`config.mk`:
```
export PLATFORM = sky130hd
export DESIGN_NAME = sqt_cfg
export DESIGN_NICKNAME = d
export VERILOG_FILES = /design/src/hw/rtl/sqt_pkg.sv /design/src/hw/rtl/sqt_cfg.sv
export SDC_FILE = /design/constraint.sdc
export NUM_CORES = 1
export LEC_CHECK = 0
export ABC_AREA = 0
export ABC_CLOCK_PERIOD_IN_PS = 3860
export BUFFER_PORTS_ARGS = -buffer_cell sky130_fd_sc_hd__buf_2
export CAP_MARGIN = 20
export CORE_MARGIN = 3
export CORE_UTILIZATION = 57
export CTS_BUF_LIST = sky130_fd_sc_hd__clkbuf_2 sky130_fd_sc_hd__clkbuf_4 sky130_fd_sc_hd__clkbuf_8
export DETAILED_ROUTE_END_ITERATION = 10
export HOLD_SLACK_MARGIN = 0.15
export PLACE_DENSITY = 0.87
export SYNTH_ARGS = -nofsm -noshare
export SYNTH_HDL_FRONTEND = slang
export SYNTH_SLANG_ARGS = --single-unit
```
`constraint.sdc`:
```
create_clock -name clk -period 3.86 [get_ports clk]
set_input_delay 0.386 -clock clk [delete_from_list [all_inputs] [get_ports clk]]
set_output_delay 0.386 -clock clk [all_outputs]
set_load 0.01 [all_outputs]
```
`src/hw/rtl/sqt_pkg.sv`:
```
// shared types, constants and fixed-point helpers of the sarsa q-table update block
`default_nettype none

package sqt_pkg;

  // field widths
  localparam int STATE_W   = 10;
  localparam int ACTION_W  = 4;
  localparam int OUTCOME_W = 3;
  localparam int VALUE_W   = 32;
  localparam int RATE_W    = 17;
  localparam int CFG_IDX_W = 3;

  // datapath widths: difference operand and full product
  localparam int MUL_A_W = 35;
  localparam int PROD_W  = 67;
  localparam int Q_FRAC  = 16;

  localparam logic signed [VALUE_W-1:0] VALUE_MAX = 32'sh7FFF_FFFF;
  localparam logic signed [VALUE_W-1:0] VALUE_MIN = 32'sh8000_0000;
  localparam logic signed [PROD_W-1:0]  SAT_HI    = PROD_W'(64'sd2147483647);
  localparam logic signed [PROD_W-1:0]  SAT_LO    = -(PROD_W'(64'sd2147483648));
  localparam logic signed [PROD_W-1:0]  ROUND_HALF = PROD_W'(64'sd32768);

  // register reset values
  localparam logic signed [VALUE_W-1:0] RST_REWARD_SCALE = 32'sd65536;
  localparam logic [RATE_W-1:0]         RST_LEARN_RATE   = 17'd6554;
  localparam logic [RATE_W-1:0]         RST_DISCOUNT     = 17'd58982;

  typedef enum logic [CFG_IDX_W-1:0] {
    REG_STEP_REWARD   = 3'd0,
    REG_FALL_PENALTY  = 3'd1,
    REG_FAULT_PENALTY = 3'd2,
    REG_GOAL_REWARD   = 3'd3,
    REG_REWARD_SCALE  = 3'd4,
    REG_LEARN_RATE    = 3'd5,
    REG_DISCOUNT      = 3'd6,
    REG_INITIAL_VALUE = 3'd7
  } cfg_reg_t;

  typedef enum logic [OUTCOME_W-1:0] {
    OC_NORMAL   = 3'd0,
    OC_FALL     = 3'd1,
    OC_FEEDBACK = 3'd2,
    OC_OVERLOAD = 3'd3,
    OC_OVERHEAT = 3'd4,
    OC_TARGET   = 3'd5
  } outcome_t;

  typedef enum logic [3:0] {
    BK_CLEAR,
    BK_IDLE,
    BK_READ2,
    BK_GAMMA,
    BK_DIFF,
    BK_ALPHA,
    BK_WRITE,
    BK_FILL
  } back_state_t;

  typedef struct packed {
    logic signed [VALUE_W-1:0] step_reward;
    logic signed [VALUE_W-1:0] fall_penalty;
    logic signed [VALUE_W-1:0] fault_penalty;
    logic signed [VALUE_W-1:0] goal_reward;
    logic signed [VALUE_W-1:0] reward_scale;
    logic [RATE_W-1:0]         learn_rate;
    logic [RATE_W-1:0]         discount;
    logic signed [VALUE_W-1:0] initial_value;
  } cfg_t;

  // classified transition as it leaves the front end
  typedef struct packed {
    logic                      ends;
    logic                      target;
    logic signed [VALUE_W-1:0] base;
  } item_ctl_t;

  // clamp a wide signed value to 32 bits
  function automatic logic signed [VALUE_W-1:0] sat32(input logic signed [PROD_W-1:0] v);
    logic signed [VALUE_W-1:0] res;
    if (v > SAT_HI) begin
      res = VALUE_MAX;
    end else if (v < SAT_LO) begin
      res = VALUE_MIN;
    end else begin
      res = v[VALUE_W-1:0];
    end
    return res;
  endfunction

endpackage

`default_nettype wire

```
`src/hw/rtl/sqt_cfg.sv`:
```
// configuration register file
`default_nettype none

module sqt_cfg
  import sqt_pkg::*;
(
  input  logic                 clk,
  input  logic                 rst,
  input  logic                 valid,
  output logic                 ready,
  input  logic [CFG_IDX_W-1:0] index,
  input  logic [VALUE_W-1:0]   data,
  output cfg_t                 cfg
);

  assign ready = 1'b1;

  always_ff @(posedge clk) begin
    if (rst) begin
      cfg.step_reward   <= '0;
      cfg.fall_penalty  <= '0;
      cfg.fault_penalty <= '0;
      cfg.goal_reward   <= '0;
      cfg.reward_scale  <= RST_REWARD_SCALE;
      cfg.learn_rate    <= RST_LEARN_RATE;
      cfg.discount      <= RST_DISCOUNT;
      cfg.initial_value <= '0;
    end else if (valid) begin
      unique case (cfg_reg_t'(index))
        REG_STEP_REWARD:   cfg.step_reward   <= data;
        REG_FALL_PENALTY:  cfg.fall_penalty  <= data;
        REG_FAULT_PENALTY: cfg.fault_penalty <= data;
        REG_GOAL_REWARD:   cfg.goal_reward   <= data;
        REG_REWARD_SCALE:  cfg.reward_scale  <= data;
        REG_LEARN_RATE:    cfg.learn_rate    <= data[RATE_W-1:0];
        REG_DISCOUNT:      cfg.discount      <= data[RATE_W-1:0];
        REG_INITIAL_VALUE: cfg.initial_value <= data;
      endcase
    end
  end

endmodule

`default_nettype wire

```
---- After elaboration in Yosys (flattened, before gate mapping) ----
Cells that the tools add are included.
operators by class
  eq/ne operators ......................... 7
  reductions and logical operators ........ 9
operators by type and width
  operator                                                               count
  2-bit AND reduction                                                    8
  3-bit equality test, second input constant                             4
  3-bit by 2-bit equality test with 1-bit output, second input constant  2
  3-bit by 1-bit equality test with 1-bit output, second input constant  1
  3-bit zero test                                                        1
word-level totals
  register bits ........................... 226
  bits of input ports ..................... 38
  logic and storage cells ................. 24

---- Longest topological paths before layout ----
  depth after elaboration ................. 2
  mapped depth ............................ 5

---- Worst setup path after synthesis ----
OpenSTA, ideal clock, no wires.
  path type ............................... input-to-reg
  start point ............................. in index[2]
  end point ............................... reg cfg[215] (netlist name)
  library setup time ...................... 0.124 ns
  arrival ................................. 1.404 ns
  required time ........................... 3.736 ns
  path slack .............................. 2.332 ns
  stages on the path ...................... 5
  buffers on the path ..................... 3
  cell sequence ........................... buf_2 or4b_1 buf_6 buf_8 mux2i_1
between the ends
  cells in the longest elaborated chain, start to end .. 2
ends and longest elaborated chain
  what                                  RTL line       text
  from (decl)                           sqt_cfg.sv:11  input logic [CFG_IDX_W-1:0] index,
  3-bit zero test                       sqt_cfg.sv:29  unique case (cfg_reg_t'(index))
  2-bit AND reduction (no source line)  n/a
  to (decl)                             sqt_cfg.sv:13  output cfg_t cfg
No other way between the ends.
A chain may end at the register's enable or synchronous reset.

---- Final worst setup path ----
  start point ............................. in index[1]
  end point ............................... reg cfg[66] (netlist name)
between the ends
  cells in the longest elaborated chain, start to end .. 2
ends and longest elaborated chain
  what                                  RTL line
  3-bit equality test                   sqt_cfg.sv:29
  2-bit AND reduction (no source line)  n/a
No other way between the ends.

==> impl_results.md <==
- R2R depth: 2
- Critical path startpoint category: input port
- Clock power share: ~45%
- Max clock buf depth: 3
- Chip height: roughly 130 um
- Worst-margin pin slew: 1010 ps
- Reg-to-reg setup timing slack: 3170 ps
- Starting density of the core: ~59%
- Hold path depth: 3
- Synthesized area: just under 0.009 mm2
- Layout cells sized above 1: between 30% and 40%
- 1st-iter DRT viols: approximately 290
- Port buffer count: roughly 260
- Fin crit share: between 30% and 40%
- Delay-heaviest family, CP: simple AND/OR/NAND/NOR gates
- Initial antenna violation count: 0
- I/O Pins: around 270
- Synth Flop Type: dfxtp_1
- Worst vdd ir: slightly above 0.3 mV
- CTS H-tree lvls: 2
- Yosys top cell area share: a little over 50%
- Power, Total: a little over 5000 uW
- Hold path start: data[9]
- Crit path kind: input port to flip-flop
- RSZ-0062 raised after global routing: false
- Number of diodes: 0
- Most common cell in the synthesized netlist: nand2b_1
- Fmax: 0.676 GHz
- EDFF count, synth: 0
- Synth-to-layout area growth: 27.2%
- GRT overflow: 0
- P_leak: ~0.006 uW
- Ys async rst share: 0%
- Minimum clock period: 1480 ps
- Worst Hold Class: input port to flip-flop
- Critical path depth: 3
- Crit-path cells: buf_2, nand4bb_4, mux2i_1
- Regs by FF count: cfg x226
- Overall Global Routing Usage: between 20% and 30%
- DR vias/cell: about 5.2
- Setup_tns: 0 ps
- Worst Skew: 0 ps
- Vias in the first global route: around 6600
- # rows: 44
- First-pass iteration count of the detailed router: 5
- Net Sw Power: between 1000 and 1500 uW
- Remaining DRCs: 0
- Global Route met1 Usage: a little under a third
- Library cells used by synthesis: 18
- CP max stage delay: between 800 and 900 ps
- Post-Syn Area per Cell: ~11 um2
- DP HPWL: between 15000 and 20000 um
- Largest register FFs: approximately 230
- Clock slew at reported path FFs: about 60 ps
- Grt peak-use layer: met2
- Syn nets: roughly 840
- Bufs and invs on worst path: 1
- PD cells: ~450 mW/mm2
- Net count, final: about 1100
- Sink Count: between 200 and 250
- Die area: between 0.015 and 0.02 mm2
- Most flops, register: cfg
- Int Pwr: just under 4000 uW
- Routed wire per std cell: between 15 and 20 um
- Placed cell areas: 0.0102 mm2
- Outcome: finished clean
- Crit path max fanout: 32
- Die W: 130 um
- Part of the Yosys area used for sequential elements: 51.2%
- Fin. Hold Viols: 0
- ANT nets after route: 0
- Yosys warns: 0
- Via count: 6680
- CP max-delay cell: nand4bb_4
- Routability congestion estimate from global placement: ~0.80
- #FFs+latches synth: 226
- Setup bufs post-CTS: 0
- Total routed wirelength: around 24000 um
- Switching part of the total: between 20% and 30%
- CTS tree: yes
- Total core area: about 0.015 mm2
- # setup viols final: 0
- Largest net degree at the start of global routing: 119
- Reg2reg start: cfg[66]
- Met2 GRT Util: between 40% and 50%
- First-pass GRT wire length: 35900 um
- Fillers: between 1000 and 1500
- Max_slew headroom: 32.5%
- Power share of the combinational group: slightly above 7%
- Final slew viol count: 0
- Largest area contributor in the netlist: dfxtp_1
- Final instance area: about 0.011 mm2
- Critical Path Sink Type: flip-flop
- Post-Synthesis Cells: between 800 and 900
- Worst Hold End: cfg[41]
- Synth area leaders: dfxtp_1 51%, mux2i_1 26%, nand2b_1 17%
- GRT met3 Usage: 9.67%
- Seq pwr share: a little under half
- Synth top cells by count: 241 x nand2b_1, 226 x dfxtp_1, 226 x mux2i_1
- Critical Path RT: 4280 ps
- Clock root cell: clkbuf_8
- R2r endpoint: cfg[66]
- Clock latency on the worst-skew pair: about 510 ps
- Arr. time, crit path: roughly 1900 ps
- Number of buffers created by CTS: 37
- Max cap viols: 0
-- per-stage QoR --
step | cells | hold WS, ps | util (%) | worst slack [ps]
after floorplan | 801 | 493 | - | 2330
after global placement | 1195 | 455 | 68.9 | 1540
after detailed placement | 1195 | 458 | 68.9 | 1500
final | 1275 | 180 | 75.6 | 2380
after global routing | 1275 | 164 | 75.6 | 2290
after CTS | 1274 | 154 | 75.5 | 2090
-- power by group through the flow --
stage / Clock (uW) / Combinational [uW] / Sequential (uW)
6_report: 2270 / 364 / 2410
5_1_grt: 2420 / 392 / 2420
4_1_cts: 2310 / 364 / 2410
3_5_place_dp: 0 / 352 / 2460
3_3_place_gp: 0 / 347 / 2460
2_1_floorplan: 0 / 190 / 2490
-- cell type report --
class                   count  area [um2]  share of cell area (%)
well taps                 184         230                    2.05
repair buffers            286        1570                    14.0
multi-input cells         513        4070                    36.2
clock inverters             4        47.5                   0.423
flip-flops and latches    226        4520                    40.3
clock buffers              62         791                    7.04
-- timing repair --
action / CTS / global route
hold buffers: 13 / 0
gates resized for setup: 0 / 0
endpoints found under the hold margin: 13 / 0
-- layout by cell type (no fill, tap or decap), types with 2 or more instances in the layout --
| cell | instances |
|---|---|
| buf_12 | 3 |
| nand2b_1 | 241 |
| dlygate4sd3_1 | 13 |
| buf_2 | 262 |
| clkbuf_4 | 10 |
| nor2_1 | 33 |
| buf_4 | 6 |
| mux2i_1 | 226 |
| nand4b_1 | 3 |
| nand4bb_4 | 2 |
| and4b_1 | 2 |
| dfxtp_1 | 226 |
| clkinv_2 | 2 |
| clkbuf_8 | 52 |
-- per-layer routing --
| metal | part of all wire (%) | vias to the layer above | wire length (um) |
|---|---|---|---|
| li1 | - | 3168 | - |
| met1 | 40 | 3186 | 9720 |
| met2 | 48 | 274 | 11600 |
| met3 | 8.4 | 52 | 2020 |
| met4 | 3.3 | 0 | 798 |
| met5 | 0 | - | 0 |
-- worst reg2reg max path: stages, from the launching register on --
cell      delay (ps)
dfxtp_1          350
nand2b_1          80
mux2i_1          170
-- worst max path at each step --
stage	endpoint	slack [ps]	from
6_report	cfg[66]	2380	index[1]
5_1_grt	cfg[75]	2290	index[1]
4_1_cts	cfg[102]	2090	index[2]
3_5_place_dp	cfg[102]	1500	index[2]
3_3_place_gp	cfg[100]	1540	index[2]
2_1_floorplan	cfg[215]	2330	index[2]
-- cell families after synthesis --
group / share of synthesized area, %
buf+inv: 3.36
mux: 25.6
flops: 51.2
simple gates: 19.8
other cells: 0.0425
Power figures use the tool's default switching activity.
