### config.mk
export PLATFORM = sky130hd
export DESIGN_NAME = sqt_fifo
export DESIGN_NICKNAME = d
export VERILOG_FILES = /design/src/hw/rtl/sqt_fifo.sv
export SDC_FILE = /design/constraint.sdc
export NUM_CORES = 1
export LEC_CHECK = 0
export ABC_AREA = 1
export BUFFER_PORTS_ARGS = -buffer_cell sky130_fd_sc_hd__buf_2
export CORE_MARGIN = 5
export CORE_UTILIZATION = 40
export CTS_CLUSTER_DIAMETER = 60
export DETAILED_ROUTE_END_ITERATION = 10
export PLACE_DENSITY = 0.65
export SLEW_MARGIN = 20
export SYNTH_ARGS = -nofsm -noshare
export SYNTH_HDL_FRONTEND = slang
export SYNTH_SLANG_ARGS = --single-unit
export TNS_END_PERCENT = 50
### constraint.sdc
create_clock -name clk -period 4 [get_ports clk]
set_clock_uncertainty 0.1 [all_clocks]
set_input_delay 0.8 -clock clk [delete_from_list [all_inputs] [get_ports clk]]
set_output_delay 0.8 -clock clk [all_outputs]
set_load 0.05 [all_outputs]
### src/hw/rtl/sqt_fifo.sv
// small register queue between front and back end
`default_nettype none

module sqt_fifo #(
  parameter int WIDTH = 64,
  parameter int DEPTH = 2,
  localparam int PW = $clog2(DEPTH),
  localparam int CW = $clog2(DEPTH + 1)
) (
  input  logic             clk,
  input  logic             rst,
  input  logic             wr_en,
  input  logic [WIDTH-1:0] wr_data,
  input  logic             rd_en,
  output logic [WIDTH-1:0] rd_data,
  output logic             full,
  output logic             empty
);

  logic [WIDTH-1:0] mem [DEPTH];
  logic [PW-1:0]    wr_ptr;
  logic [PW-1:0]    rd_ptr;
  logic [CW-1:0]    count;

  assign full    = (count == CW'(DEPTH));
  assign empty   = (count == '0);
  assign rd_data = mem[rd_ptr];

  always_ff @(posedge clk) begin
    if (rst) begin
      wr_ptr <= '0;
      rd_ptr <= '0;
      count  <= '0;
    end else begin
      if (wr_en) begin
        wr_ptr <= (wr_ptr == PW'(DEPTH - 1)) ? '0 : wr_ptr + 1'b1;
      end
      if (rd_en) begin
        rd_ptr <= (rd_ptr == PW'(DEPTH - 1)) ? '0 : rd_ptr + 1'b1;
      end
      if (wr_en && !rd_en) begin
        count <= count + 1'b1;
      end else if (rd_en && !wr_en) begin
        count <= count - 1'b1;
      end
    end
  end

  always_ff @(posedge clk) begin
    if (wr_en) begin
      mem[wr_ptr] <= wr_data;
    end
  end

endmodule

`default_nettype wire

## Word level (Yosys, flattened, before mapping)

Memory sizes are Yosys's and may differ from the RTL's. A register that Yosys moved wholly into a read port is not among the register bits.
Cells that the tools add are included.

- $add $sub $neg: 4
- Eq/ne operators: 1
- Muxes and demuxes: 8
- Reduce and logical (&&, ||, !) cells: 6

Operators with widths:

| kind | count |
|---|---|
| $mux 1 | 6 |
| $mux 2 | 2 |
| $add 1x1->1 const B | 2 |
| $add 2x1->2 const B | 1 |
| $eq 2x2->1 const B | 1 |
| $logic_and 1x1->1 | 2 |
| $logic_not 1->1 | 2 |
| $logic_not 2->1 | 1 |
| $reduce_bool 2->1 | 1 |
| $sub 2x1->2 const B | 1 |

- Bits in registers: 4
- RAM bits: 128
- Input port bits: 68
- Memories kept: 1

Memory list:

| memory | depth | width | read ports | clocked after memory_dff | wr ports | line | source |
|---|---|---|---|---|---|---|---|
| mem | 2 | 64 | 1 | 1 | 1 | 20 | `logic [WIDTH-1:0] mem [DEPTH];` |

## Depth between registers and ports, before layout

Gate-level depths: netlist of run 1.

- Depth after elaboration: 4
- Mapped depth: 8
- Depth with buffers taken out: 8

## Least setup slack after synthesis of run 1

OpenSTA, ideal clock, no wires.

- Path kind: input -> register
- From: input port wr_en
- To: memory mem[0][0] (enable)
- Arrival: 3.524 ns
- Data required time: 3.412 ns
- Path slack: -0.112 ns
- Stages: 2
- Path buffers: 0
- Path through: inv_1 nor2_1

- Longest elaborated chain between the ends: 2

Ends and longest elaborated chain:

| element | line | source |
|---|---|---|
| start: declaration | 12 | `input logic wr_en,` |
| $mux 1 | 50 | `if (wr_en) begin` |
| $mux 1 (implied by the code) | 51 | `mem[wr_ptr] <= wr_data;` |
| end: declaration | 20 |  |

No other way between the ends.

==> out/results.txt, run 1 <==
H-tree Lvls = 4
RSZ-0062 raised after global routing = false
reg2reg end = mem[0][58]$_DFFE_PP_
flop-to-flop setup slack = 2210 ps
Root Buffer = clkbuf_16
P_sw = 0.931 mW
CP delay by family, top = flip-flops
GRT Residual Overflow = 0
WP buf/inv = 2
CTS max path bufs = 2
share of layout cells above drive strength 1 = 0.583
CTS tree = built
total die area = 15200 sq um
Period Utilization, post-route = 0.748
Vias/cell = 4.55
Worst R2R Path Depth = 2
Synth Register Bits = 133
Post-CTS Setup Bufs = 0
final max-slew violation count = 0
Hold Fails Final Rpt = 0
Sw Share = 0.251
antenna violations before repair = 0
Final Setup Violations = 0
Worst-path clk slew = 60 ps
Die H = 123 um
Post-CTS Hold Buffers = 0
fin util = 0.519
CP Data Required Time = 3100 ps
core area = 12600 sq um
CTS Buf Count = 17
nature of the critical path endpoint = output port
CP Max Fanout = 33
maxcap violations = 0
reg2reg start = wr_ptr$_SDFFE_PP0P_
cell internal pwr = 2.78 mW
PwrDens = 566 nW/um^2
Comb power frac = 0.151
total power = 3.71 mW
Final Instance Area = 6540 sq um
CTS Sinks = 133
TNS Setup = 0 ps
Iter 0 DRT Violations = 103
cells along the critical path = buf_12, mux2_4, buf_2
vias in the first global route = 2744
per-cell routed wire length = 16.0 um
critical path's slowest cell = dfxtp_4
worst vdd ir = 0.306 mV
GRT Overall Usage = 0.122
Hold EP = rd_ptr$_SDFFE_PP0P_
post-route ant nets = 0
Clock power frac = 0.403
Post-route DRC = 0
gpl congestion = 0.666
Tmin final = 2990 ps
CP arrival = 2090 ps
CP Launch Type = register
DIE WIDTH = 123 um
largest net degree at the start of global routing = 43
synthesized area = 5150 sq um
Slew @ Worst Pin = 823 ps
first-pass GRT wire length = 13400 um
status = finished clean
Rel. slew slack = 0.450
PortBufs = 133
share of power burned in registers = 0.446
leakage = 2.62 nW
drt first pass iters = 4
detailed-route via count = 2573
post-CTS sizing = 0
n_diodes = 0
Final nets = 449
Mapped Avg Cell Area = 22.2 sq um
Starting Density = 0.408
sequential area share after synthesis = 0.766
Mapped Cells = 232
HP Class = reg -> reg
row count = 41
crit path kind = reg -> out
clk_lat worst skew = 410 ps
CP peak stage delay = 790 ps
YS warnings = 0
post-placement cell area = 5970 sq um
Layout Area Growth over Synthesis = 27.1%
Hold Path Depth = 2
Post-Syn Nets = 301
HPWL after DPL = 5960 um
I/O pin count = 134
Hold Startpoint = rd_ptr$_SDFFE_PP0P_
final WL = 9010 um
Cell variety after synth = 16
f_max = 334 MHz
-- power by group through the flow --
stage	combinational (mW)	sequential [mW]	clock [mW]
after floorplan	0.473	1.66	0
after global placement	0.563	1.68	0
after detailed placement	0.567	1.68	0
after CTS	0.568	1.65	1.53
after global routing	0.588	1.66	1.60
final	0.560	1.65	1.49
-- layout make-up --
type,count,area (sq um)
clock buffers,22,444
clock inverters,10,131
fillers,1038,6080
inverters,9,33.8
multi-input cells,83,1050
flip-flops and latches,133,3950
well taps,172,215
repair buffers,136,726
-- flip-flops by register name (all words and copies together) (netlist names), named ones only --
signal	flops
wr_ptr	1
count	2
rd_ptr	1
mem	128
-- stage by stage --
step	hold WS (ps)	setup WS (ps)	cells
after floorplan	380	995	232
after global placement	397	1420	533
after detailed placement	407	1410	533
after CTS	427	962	565
after global routing	453	918	565
final	419	1010	565
-- cells in the mapped netlist (all sizes together) --
master  count  share of area
nor3        1        0.00097
nand4       1         0.0012
a21oi       1        0.00097
inv         9         0.0066
nor2        7         0.0051
dfxtp       5          0.019
xnor2       1         0.0017
edfxtp    128           0.75
buf         7          0.026
o21ai       1        0.00097
nand2       5         0.0036
ha          1         0.0024
mux2       64           0.18
nand3       1        0.00097
-- cell usage in the layout (no fill, tap or decap), drive strengths merged, types with 3 or more instances in the layout --
cell,count
nand2,5
mux2,64
edfxtp,128
bufinv,3
inv,9
dfxtp,5
clkinv,4
clkbuf,22
nor2,7
clkinvlp,3
buf,136
-- logic make-up (layout without fill, tap and decap cells) --
| logic type | Yosys count | count (layout) | share of synthesized area |
|---|---|---|---|
| flip-flops | 133 | 133 | 0.766 |
| multiplexers | 64 | 64 | 0.184 |
| buffers and inverters | 16 | 177 | 0.0321 |
| AND/OR/NAND/NOR | 15 | 15 | 0.0119 |
| AO/OA/AOI/OAI | 2 | 2 | 0.00194 |
| adder cells (fa/ha/maj) | 1 | 1 | 0.00243 |
| XOR/XNOR | 1 | 1 | 0.00170 |
-- tightest hold or removal path, delay by kind of cell, from the launching register on --
kind	cells	cell delay, ps
xor+xnor	1	90
flops	1	320
simple gates	1	80
-- routing by layer --
| layer | vias to the layer above | global-route usage | share of wire |
|---|---|---|---|
| li1 | 1199 | - | - |
| met1 | 1268 | 0.131 | 0.40 |
| met2 | 94 | 0.206 | 0.51 |
| met3 | 12 | 0.0613 | 0.084 |
| met4 | 0 | 0.0436 | 0.013 |
| met5 | - | 0 | 0 |
-- worst max-delay path by stage --
stage          cells past startpoint             endpoint
6_report                           3           rd_data[7]
4_1_cts                            3          rd_data[52]
3_3_place_gp                       3          rd_data[53]
3_5_place_dp                       3          rd_data[52]
5_1_grt                            3          rd_data[52]
2_1_floorplan                      2  mem[0][0]$_DFFE_PP_
(Power assumes the default switching activity.)
==> inputs of run 2 (changes only) <==
PLACE_DENSITY = 0.62   (was 0.65)
clock period = 2.9 ns   (was 4 ns; I/O delays follow)
==> out/results.txt, run 2 (same netlist as run 1, synthesis figures left out) <==
status = finished clean
maxcap violations = 0 (unchanged)
DIE WIDTH = 123 um (unchanged)
share of layout cells above drive strength 1 = 0.584 (+0.00106)
final WL = 9190 um (+2.0%)
Post-route DRC = 0 (unchanged)
post-CTS sizing = 0 (unchanged)
largest net degree at the start of global routing = 66 (+53%)
vias in the first global route = 2703 (-1.5%)
per-cell routed wire length = 16.2 um (+1.8%)
most common cell after layout, fill and taps aside = buf_2
Top Registers = mem: 128 flops, count: 2 flops
Rel. slew slack = 0.738 (+0.287)
footprint of the multi-input gates = 1050 sq um (unchanged)
Post-CTS Setup Bufs = 0 (unchanged)
CP Max Fanout = 26 (-21%)
first-pass GRT wire length = 13800 um (+2.8%)
P_sw = 1.29 mW (+39%)
Layout fillers = 1084 (+4.4%)
detailed-route via count = 2563 (-0.39%)
post-route ant nets = 0 (unchanged)
final max-slew violation count = 0 (unchanged)
nature of the critical path endpoint = output port
crit path kind = reg -> out
CP Data Required Time = 2220 ps (-880 ps)
CTS tree = built
I/O pin count = 134 (unchanged)
Starting Density = 0.408 (unchanged)
Final nets = 450 (+0.22%)
gpl congestion = 0.689 (+3.5%)
PortBufs = 133 (unchanged)
max reg flops = 128 (unchanged)
RSZ-0062 raised after global routing = false
Comb power frac = 0.158 (+0.007)
Root Buffer = clkbuf_16
Layout Area Growth over Synthesis = 27.0% (about the same)
Tmin final = 2440 ps
Worst R2R Path Depth = 3 (+1)
HP Class = in -> reg
FF/Latch Area = 3950 sq um (unchanged)
reg2reg start = wr_ptr$_SDFFE_PP0P_
Clock power frac = 0.392 (-0.011)
Post-CTS Hold Buffers = 0 (unchanged)
GRT Residual Overflow = 0 (unchanged)
fin util = 0.518 (about the same)
CP Launch Type = register
cell internal pwr = 3.74 mW (+35%)
Hold Fails Final Rpt = 0 (unchanged)
CP arrival = 1760 ps (-330 ps)
reg2reg end = mem[1][58]$_DFFE_PP_
Period Utilization, post-route = 0.840
drt first pass iters = 4 (unchanged)
CTS max path bufs = 2 (unchanged)
GRT Overall Usage = 0.126 (+0.00416)
Worst setup endpoint = rd_data[44]
row count = 41 (unchanged)
H-tree Lvls = 4 (unchanged)
clk_lat worst skew = 410 ps (about the same)
total die area = 15200 sq um (unchanged)
Final Setup Violations = 0 (unchanged)
core area = 12600 sq um (unchanged)
f_max = 411 MHz
CTS Sinks = 133 (unchanged)
Slew @ Worst Pin = 393 ps (-429 ps)
Worst-path clk slew = 50 ps (about the same)
Iter 0 DRT Violations = 148 (+44%)
WHS = 259 ps (-160 ps)
leakage = 2.62 nW (+0.27%)
Die H = 123 um (unchanged)
flop-to-flop setup slack = 1530 ps (-680 ps)
worst vdd ir = 0.476 mV (+55%)
HPWL after DPL = 5910 um (-0.88%)
antenna violations before repair = 0 (unchanged)
n_diodes = 0 (unchanged)
TNS Setup = 0 ps (unchanged)
Vias/cell = 4.53 (-0.56%)
PwrDens = 769 nW/um^2 (+36%)
most frequent cells in the layout = buf_2, edfxtp_1, mux2_4
CTS Buf Count = 17 (unchanged)
Sw Share = 0.257 (+0.00582)
total power = 5.03 mW (+36%)
Biggest register = mem
share of power burned in registers = 0.450 (+0.004)
## run 2: worst max-delay path: stages (launching register included)
cell	delay, ps
dfxtp_4	490
buf_12	260
mux2_2	360
buf_2	210
## run 2: how the worst min path moves through the flow
stage                   startpoint              endpoint  slack (ps)  depth (start not counted)
2_1_floorplan  rd_ptr$_SDFFE_PP0P_              register         380                          2
3_3_place_gp   rd_ptr$_SDFFE_PP0P_   rd_ptr$_SDFFE_PP0P_         400                          2
3_5_place_dp   rd_ptr$_SDFFE_PP0P_   rd_ptr$_SDFFE_PP0P_         430                          2
4_1_cts                wr_data[49]  mem[1][49]$_DFFE_PP_         230                          1
5_1_grt                wr_data[61]  mem[0][61]$_DFFE_PP_         230                          1
6_report               wr_data[20]  mem[1][20]$_DFFE_PP_         260                          1
## run 2: routing by layer
layer / track usage / part of all wire / vias to the layer above
met5: 0 / 0 / -
li1: - / - / 1196
met3: 0.0540 / 0.080 / 12
met2: 0.195 / 0.48 / 100
met1: 0.150 / 0.42 / 1255
met4: 0.0623 / 0.017 / 0
## run 2: layout make-up
class | instances | area share
inverter | 9 | 0.00517
tap | 172 | 0.0329
clock buffer | 20 | 0.0668
timing repair buffer | 137 | 0.114
multi-input combinational | 83 | 0.160
clock inverter | 12 | 0.0172
sequential | 133 | 0.604
## run 2: power by group through the flow
| stage | clock, mW | combinational, mW | sequential, mW |
|---|---|---|---|
| 2_1_floorplan | 0 | 0.653 | 2.29 |
| 3_3_place_gp | 0 | 0.800 | 2.29 |
| 3_5_place_dp | 0 | 0.806 | 2.30 |
| 4_1_cts | 2.02 | 0.808 | 2.26 |
| 5_1_grt | 2.13 | 0.837 | 2.27 |
| 6_report | 1.97 | 0.795 | 2.26 |
## run 2: through the flow
step,area [sq um],setup slack [ps],std cells
after detailed placement,5990,881,534
after CTS,6540,423,566
final,6540,464,566
after global routing,6540,389,566
after global placement,5990,885,534
after floorplan,5150,115,232
