[src/hw/rtl/sqt_pkg.sv]
// shared types, constants and fixed-point helpers of the sarsa q-table update block
`default_nettype none

package sqt_pkg;

  // field widths
  localparam int STATE_W   = 10;
  localparam int ACTION_W  = 4;
  localparam int OUTCOME_W = 3;
  localparam int VALUE_W   = 32;
  localparam int RATE_W    = 17;
  localparam int CFG_IDX_W = 3;

  // datapath widths: difference operand and full product
  localparam int MUL_A_W = 35;
  localparam int PROD_W  = 67;
  localparam int Q_FRAC  = 16;

  localparam logic signed [VALUE_W-1:0] VALUE_MAX = 32'sh7FFF_FFFF;
  localparam logic signed [VALUE_W-1:0] VALUE_MIN = 32'sh8000_0000;
  localparam logic signed [PROD_W-1:0]  SAT_HI    = PROD_W'(64'sd2147483647);
  localparam logic signed [PROD_W-1:0]  SAT_LO    = -(PROD_W'(64'sd2147483648));
  localparam logic signed [PROD_W-1:0]  ROUND_HALF = PROD_W'(64'sd32768);

  // register reset values
  localparam logic signed [VALUE_W-1:0] RST_REWARD_SCALE = 32'sd65536;
  localparam logic [RATE_W-1:0]         RST_LEARN_RATE   = 17'd6554;
  localparam logic [RATE_W-1:0]         RST_DISCOUNT     = 17'd58982;

  typedef enum logic [CFG_IDX_W-1:0] {
    REG_STEP_REWARD   = 3'd0,
    REG_FALL_PENALTY  = 3'd1,
    REG_FAULT_PENALTY = 3'd2,
    REG_GOAL_REWARD   = 3'd3,
    REG_REWARD_SCALE  = 3'd4,
    REG_LEARN_RATE    = 3'd5,
    REG_DISCOUNT      = 3'd6,
    REG_INITIAL_VALUE = 3'd7
  } cfg_reg_t;

  typedef enum logic [OUTCOME_W-1:0] {
    OC_NORMAL   = 3'd0,
    OC_FALL     = 3'd1,
    OC_FEEDBACK = 3'd2,
    OC_OVERLOAD = 3'd3,
    OC_OVERHEAT = 3'd4,
    OC_TARGET   = 3'd5
  } outcome_t;

  typedef enum logic [3:0] {
    BK_CLEAR,
    BK_IDLE,
    BK_READ2,
    BK_GAMMA,
    BK_DIFF,
    BK_ALPHA,
    BK_WRITE,
    BK_FILL
  } back_state_t;

  typedef struct packed {
    logic signed [VALUE_W-1:0] step_reward;
    logic signed [VALUE_W-1:0] fall_penalty;
    logic signed [VALUE_W-1:0] fault_penalty;
    logic signed [VALUE_W-1:0] goal_reward;
    logic signed [VALUE_W-1:0] reward_scale;
    logic [RATE_W-1:0]         learn_rate;
    logic [RATE_W-1:0]         discount;
    logic signed [VALUE_W-1:0] initial_value;
  } cfg_t;

  // classified transition as it leaves the front end
  typedef struct packed {
    logic                      ends;
    logic                      target;
    logic signed [VALUE_W-1:0] base;
  } item_ctl_t;

  // clamp a wide signed value to 32 bits
  function automatic logic signed [VALUE_W-1:0] sat32(input logic signed [PROD_W-1:0] v);
    logic signed [VALUE_W-1:0] res;
    if (v > SAT_HI) begin
      res = VALUE_MAX;
    end else if (v < SAT_LO) begin
      res = VALUE_MIN;
    end else begin
      res = v[VALUE_W-1:0];
    end
    return res;
  endfunction

endpackage

`default_nettype wire

[src/hw/rtl/sqt_front.sv]
// front end: accepts transitions, reduces indexes, classifies the outcome, forms the base reward
`default_nettype none

module sqt_front
  import sqt_pkg::*;
#(
  parameter int NUM_STATES  = 1024,
  parameter int NUM_ACTIONS = 16,
  localparam int SB = $clog2(NUM_STATES),
  localparam int AB = $clog2(NUM_ACTIONS),
  localparam int AW = $clog2(NUM_STATES * NUM_ACTIONS)
) (
  input  logic                 clk,
  input  logic                 rst,
  input  cfg_t                 cfg,
  input  logic                 clear_done,
  input  logic                 in_valid,
  output logic                 in_ready,
  input  logic [STATE_W-1:0]   in_cur_state,
  input  logic [ACTION_W-1:0]  in_cur_action,
  input  logic [STATE_W-1:0]   in_succ_state,
  input  logic [ACTION_W-1:0]  in_succ_action,
  input  logic [OUTCOME_W-1:0] in_outcome,
  input  logic                 queue_full,
  output logic                 push,
  output logic [SB-1:0]        push_s1,
  output logic [SB-1:0]        push_s2,
  output logic [AB-1:0]        push_a1,
  output logic [AW-1:0]        push_row_base,
  output logic [AW-1:0]        push_addr1,
  output logic [AW-1:0]        push_addr2,
  output item_ctl_t            push_ctl
);

  // index modulo table size by shifted compare and subtract
  function automatic logic [SB-1:0] reduce_state(input logic [STATE_W-1:0] v);
    logic [31:0] rem;
    rem = 32'(v);
    for (int k = STATE_W - 1; k >= 0; k--) begin
      if (rem >= (32'(NUM_STATES) << k)) begin
        rem = rem - (32'(NUM_STATES) << k);
      end
    end
    return rem[SB-1:0];
  endfunction

  function automatic logic [AB-1:0] reduce_action(input logic [ACTION_W-1:0] v);
    logic [31:0] rem;
    rem = 32'(v);
    for (int k = ACTION_W - 1; k >= 0; k--) begin
      if (rem >= (32'(NUM_ACTIONS) << k)) begin
        rem = rem - (32'(NUM_ACTIONS) << k);
      end
    end
    return rem[AB-1:0];
  endfunction

  logic            stg_valid;
  logic [SB-1:0]   stg_s1;
  logic [SB-1:0]   stg_s2;
  logic [AB-1:0]   stg_a1;
  logic [AB-1:0]   stg_a2;
  item_ctl_t       stg_ctl;
  item_ctl_t       ctl_next;
  logic signed [VALUE_W:0] sum;
  logic            accept;
  logic [AW-1:0]   base2;

  assign in_ready = clear_done && (!stg_valid || !queue_full);
  assign accept   = in_valid && in_ready;
  assign push     = stg_valid && !queue_full;

  // outcome classification and base reward, saturated to 32 bits
  always_comb begin
    ctl_next.ends   = 1'b0;
    ctl_next.target = 1'b0;
    sum = 33'($signed(cfg.step_reward));
    unique case (outcome_t'(in_outcome))
      OC_FALL: begin
        sum = 33'($signed(cfg.step_reward)) + 33'($signed(cfg.fall_penalty));
        ctl_next.ends = 1'b1;
      end
      OC_FEEDBACK, OC_OVERLOAD: begin
        sum = 33'($signed(cfg.step_reward)) + 33'($signed(cfg.fault_penalty));
        ctl_next.ends = 1'b1;
      end
      OC_TARGET: begin
        sum = 33'($signed(cfg.goal_reward));
        ctl_next.ends   = 1'b1;
        ctl_next.target = 1'b1;
      end
      OC_NORMAL, OC_OVERHEAT: begin
        sum = 33'($signed(cfg.step_reward));
      end
      default: begin
        sum = 33'($signed(cfg.step_reward));
      end
    endcase
    if (sum[VALUE_W] != sum[VALUE_W-1]) begin
      ctl_next.base = sum[VALUE_W] ? VALUE_MIN : VALUE_MAX;
    end else begin
      ctl_next.base = sum[VALUE_W-1:0];
    end
  end

  always_ff @(posedge clk) begin
    if (rst) begin
      stg_valid <= 1'b0;
    end else if (accept) begin
      stg_valid <= 1'b1;
    end else if (push) begin
      stg_valid <= 1'b0;
    end
  end

  always_ff @(posedge clk) begin
    if (accept) begin
      stg_s1  <= reduce_state(in_cur_state);
      stg_a1  <= reduce_action(in_cur_action);
      stg_s2  <= reduce_state(in_succ_state);
      stg_a2  <= reduce_action(in_succ_action);
      stg_ctl <= ctl_next;
    end
  end

  // flat table addresses
  assign push_row_base = AW'(32'(stg_s1) * 32'(NUM_ACTIONS));
  assign base2         = AW'(32'(stg_s2) * 32'(NUM_ACTIONS));
  assign push_addr1    = push_row_base + AW'(stg_a1);
  assign push_addr2    = base2 + AW'(stg_a2);
  assign push_s1       = stg_s1;
  assign push_s2       = stg_s2;
  assign push_a1       = stg_a1;
  assign push_ctl      = stg_ctl;

endmodule

`default_nettype wire

[config.mk]
export PLATFORM = sky130hd
export DESIGN_NAME = sqt_front
export DESIGN_NICKNAME = d
export VERILOG_FILES = /design/src/hw/rtl/sqt_pkg.sv /design/src/hw/rtl/sqt_front.sv
export SDC_FILE = /design/constraint.sdc
export NUM_CORES = 1
export LEC_CHECK = 0
export BUFFER_PORTS_ARGS = -buffer_cell sky130_fd_sc_hd__clkbuf_2
export CORE_AREA = 3 3 140 142
export DETAILED_ROUTE_END_ITERATION = 8
export DIE_AREA = 0 0 143 145
export PLACE_DENSITY_LB_ADDON = 0.1
export SYNTH_ARGS = -nofsm -noshare
export SYNTH_HDL_FRONTEND = slang
export SYNTH_SLANG_ARGS = --single-unit
[constraint.sdc]
create_clock -name clk -period 6.9 [get_ports clk]
set_input_delay 1.38 -clock clk [delete_from_list [all_inputs] [get_ports clk]]
set_output_delay 1.38 -clock clk [all_outputs]
set_load 0.02 [all_outputs]
# Yosys cells after proc, flatten, opt, wreduce, memory -nomap -nowiden
# Index checks and enable logic that the tools add are counted.
dict set report word_totals {
  wordCells 33
  reg_bits 63
  inputBits 262
  output_inout_bits 102
}
dict set report classes {
  add_sub_neg 4
  eq_ne 5
  n_reduce_logical 9
  n_mux 7
}
# operator count
set op_table {}
lappend op_table {{case mux 33 bit (3 select lines)} 1}
lappend op_table {{adder 32 x 32 -> 33 bit} 2}
lappend op_table {{two-way mux 32 bit} 2}
lappend op_table {{adder 14 x 4 -> 14 bit} 2}
lappend op_table {{== test 3 x 2 -> 1 bit, second input constant} 2}
lappend op_table {{two-way mux 1 bit} 4}
lappend op_table {{OR reduction 4 bit} 1}
lappend op_table {{== test 3 x 1 -> 1 bit, second input constant} 1}
lappend op_table {{== test 3 bit, second input constant} 1}
lappend op_table {{logical AND 1 bit} 3}
lappend op_table {{zero test 1 bit} 2}
lappend op_table {{nonzero test 2 bit} 1}
lappend op_table {{OR reduction 2 bit} 1}
lappend op_table {{logical OR 1 bit} 1}
lappend op_table {{inequality test 1 bit} 1}

# Depth between registers and ports, before layout
dict set report logic_depth {
  depth_word 5
  depth_mapped 18
  mapped_depth_nobuf 14
}

# Worst setup path after synthesis
# No wires, ideal clock.
dict set report synth_path {
  path_kind {in2reg}
  start {input in_outcome[1]}
  end {register stg_ctl (netlist bit push_ctl[10]) (data pin)}
  setup_slack_ps 1712
  path_stages 15
  arrival_ps 4918
  cell_sequence {clkbuf_1 > nor2b_1 > clkbuf_1 > clkbuf_1 > mux2_2 > ha_1 > clkbuf_1 > nand2_1 > or4_1 > o21ai_2 > a211o_1 > mux2_2 > nand3_1 > clkbuf_1 > o21ai_0}
}
# item line_no
set synth_lines {}
lappend synth_lines {{from (decl)} sqt_front.sv:23} ;# input logic [OUTCOME_W-1:0] in_outcome,
lappend synth_lines {{to (signal assigned)} sqt_front.sv:122} ;# stg_ctl <= ctl_next;
lappend synth_lines {{to (decl)} sqt_front.sv:63} ;# item_ctl_t stg_ctl;

==> flow_summary.yaml <==
global_route:
  grt_pass1_vias: 5177
  grt_max_degree: 40
  overflow: 0
  antenna_found_initial: 0
  grt_pass1_wl_mm: 28.68
  grtUsageTotal: 0.1780
timing:
  rsz0062_at_grt: "false"
  setup_viol: 0
  drv_slew: 0
  fin_tns_setup_ns: 0
  tightest_slew_ns: 0.9745
  slew_headroom: 0.3488
  fin_crit_sh: 0.7667
  fmax_mhz: 189.0
  period_minus_slack_ns: 5.290
  hold_viol_final: 0
  clock_skew_ns: 0.004973
finish:
  diodes: 0
  drive_above_1_share: 0.4199
  nNetsFinal: 1065
  area_growth_pct: 28.33
  postLayoutCoreUtil: 0.3655
synthesis:
  syn_inst: 560
  syn_area_um2: 5291
  synth_edf_count: 62
  async_flop_share: 0
  avgSynthCellArea_um2: 9.449
  yosysWarnings: 0
  synth_top_flop_cell: "edfxtp_1"
  ys_ff_latch: 63
  ys_seq_area_frac: 0.3556
  ys_types: 65
power_and_ir_drop:
  vdd_drop_max_mv: 0.08094
  power.internal_uw: 890.9
  power_switching_uw: 452.4
  power_leakage_uw: 0.003065
  swShare: 0.3368
  seq_power_share: 0.348
  p_per_area_nw_per_um2: 197.8
  share_comb_of_total_power: 0.371
  power_frac_clock: 0.281
clocking:
  cts_max_path_buffers: 2
  clockRootBuffer: "clkbuf_16"
  cts.clk_slew.worst_paths_ns: 0.05
  clk_latency_ns: 0.32
  cts_setup_buffers: 0
  clkSinkCount: 63
  h-tree-depth: 3
  postCtsHoldBufs: 0
  cts_buffers: 9
  postCtsResizedCells: 0
  cts_tree: "yes"
critical_path:
  crit_family: "compound AO/OA/AOI/OAI gates"
  crit_required_ns: 6.98
  slowest_delay_ns: 0.69
  cp_cell_sequence: "clkbuf_2 > nor2b_4 > mux2_2 > ha_1 > a21oi_1 > nand4b_1 > a21oi_1 > a31oi_1 > o311ai_1 > o311ai_1 > or3_1 > nor4b_1 > o41ai_2"
  endpoint_kind: "flop"
  critical_path_buf_inv_count: 1
  startpoint_type: "input port"
  cp_max_fo: 12
  slowest_stage: "o311ai_1"
  criticalPathCategory: "input port to flop"
  cp.arrival_ns: 5.37
job:
  maxCapViolations: 0
placed_design:
  hpwl_mm: 16.02
  io_buffers: 261
  globalplace.congestion: 0.8789
floorplan:
  fp.coreArea_um2: 18580
  rows: 50
  die_y_um: 145
  initial_utilization: 0.2848
  die_area_um2: 20740
  die-width_um: 143
  io_pins: 364
route:
  routed_wl_mm: 19.41
  ant_nets: 0
  wl_per_cell_um: 19.25
  first_pass_iters: 8
  drcViolationCount: 0
  routed_via_density: 5.186
  via_count: 5227
  dr.first_iter.drc_count: 378
outcome:
  status: "finished clean"
worst_hold_path:
  hp-class: "flop to flop"
cell usage after synthesis, drive strengths merged (8+ instances only):
master  count  area share
mux2       34       0.073
xnor2      11       0.018
nand2      38       0.027
nor2b       8      0.0095
clkbuf     30       0.021
nand4       9       0.011
nand2b      9       0.011
inv        17       0.012
edfxtp     62        0.35
nor2       19       0.013
a222oi     15       0.028
a21o       14       0.020
xor2       13       0.022
a21oi      56       0.054
o22ai       8      0.0095
buf        44       0.061
o21ai      52       0.050
ha         32       0.076
nand3       8      0.0076
worst register-to-register path, stage by stage (launching register included):
cell	delay, ns
dfxtp_1	0.30
nand2_1	0.07
and2_1	0.14
nand2_1	0.08
inv_2	0.37
buf_4	0.54
flip-flops by register name (all words and copies together) (netlist names):
name	flops
stg_a2	4
push_s2	10
push_s1	10
stg_valid	1
push_a1	4
push_ctl	34
logic make-up (layout without fill, tap and decap cells):
group / after synthesis / in the layout / share of synthesized area
AOI/OAI and AO/OA: 200 / 200 / 0.2490
xor gates and xnor gates: 24 / 24 / 0.03973
adders and majority gates: 33 / 33 / 0.07945
buffers and inverters: 91 / 302 / 0.09411
DFF: 63 / 63 / 0.3556
muxes: 35 / 35 / 0.07496
other: 1 / 4 / 0.0007087
and+or+nand+nor: 113 / 113 / 0.1064
placed cells by master, fill, tap and decap left out, drive strengths merged, types with 8 or more instances in the layout:
cell	n
nor2b	8
ha	32
xor2	13
xnor2	11
o22ai	8
clkbuf	273
nand3	8
buf	9
nor2	19
a21o	14
a222oi	15
inv	17
nand4	9
a21oi	56
o21ai	52
nand2	38
edfxtp	62
mux2	34
nand2b	9
per-layer routing:
metal,track usage,vias up,share of wire
met5,0,-,0
met4,0.05846,0,0.022
met3,0.02142,27,0.068
met2,0.2890,263,0.46
met1,0.2448,2424,0.45
li1,-,2513,-
metrics by stage:
| step | instance area (um^2) | hold slack (ns) | power (uW) | instances | setup slack, ns |
|---|---|---|---|---|---|
| final | 6790 | 0.4641 | 1343 | 1008 | 1.610 |
| after global routing | 6790 | 0.5055 | 1420 | 1008 | 1.401 |
| after CTS | 6790 | 0.4726 | 1356 | 1008 | 1.664 |
| after detailed placement | 6543 | 0.4669 | 969.0 | 993 | 1.334 |
| after global placement | 6543 | 0.4476 | 968.8 | 993 | 1.291 |
| after floorplan | 5303 | 0.4357 | 803.9 | 563 | 1.712 |
power groups by stage:
stage,sequential (uW),clock (uW),combinational (uW)
final,468,377,498
after global routing,470,404,546
after CTS,468,391,496
after detailed placement,475,0,494
after global placement,474,0,495
after floorplan,504,0,300
worst paths after layout:
check / depth (start not counted) / start / end / slack [ns]
max: 13 / in_outcome[1] / push_ctl[29]$_DFFE_PP_ / 1.61
min: 2 / stg_valid$_SDFFE_PP0P_ / stg_valid$_SDFFE_PP0P_ / 0.46
max reg2reg: 5 / stg_valid$_SDFFE_PP0P_ / push_ctl[5]$_DFFE_PP_ / 5.03
min reg2reg: 2 / stg_valid$_SDFFE_PP0P_ / stg_valid$_SDFFE_PP0P_ / 0.46
layout make-up:
type / count / area [um^2]
fill: 1937 / 11790
tap: 234 / 292.8
sequential: 63 / 1882
timing repair buffer: 270 / 1374
clock inverter: 3 / 11.26
clock buffer: 12 / 236.5
inverter: 17 / 63.81
multi-input combinational: 409 / 2930
Power figures use the tool's default switching activity.
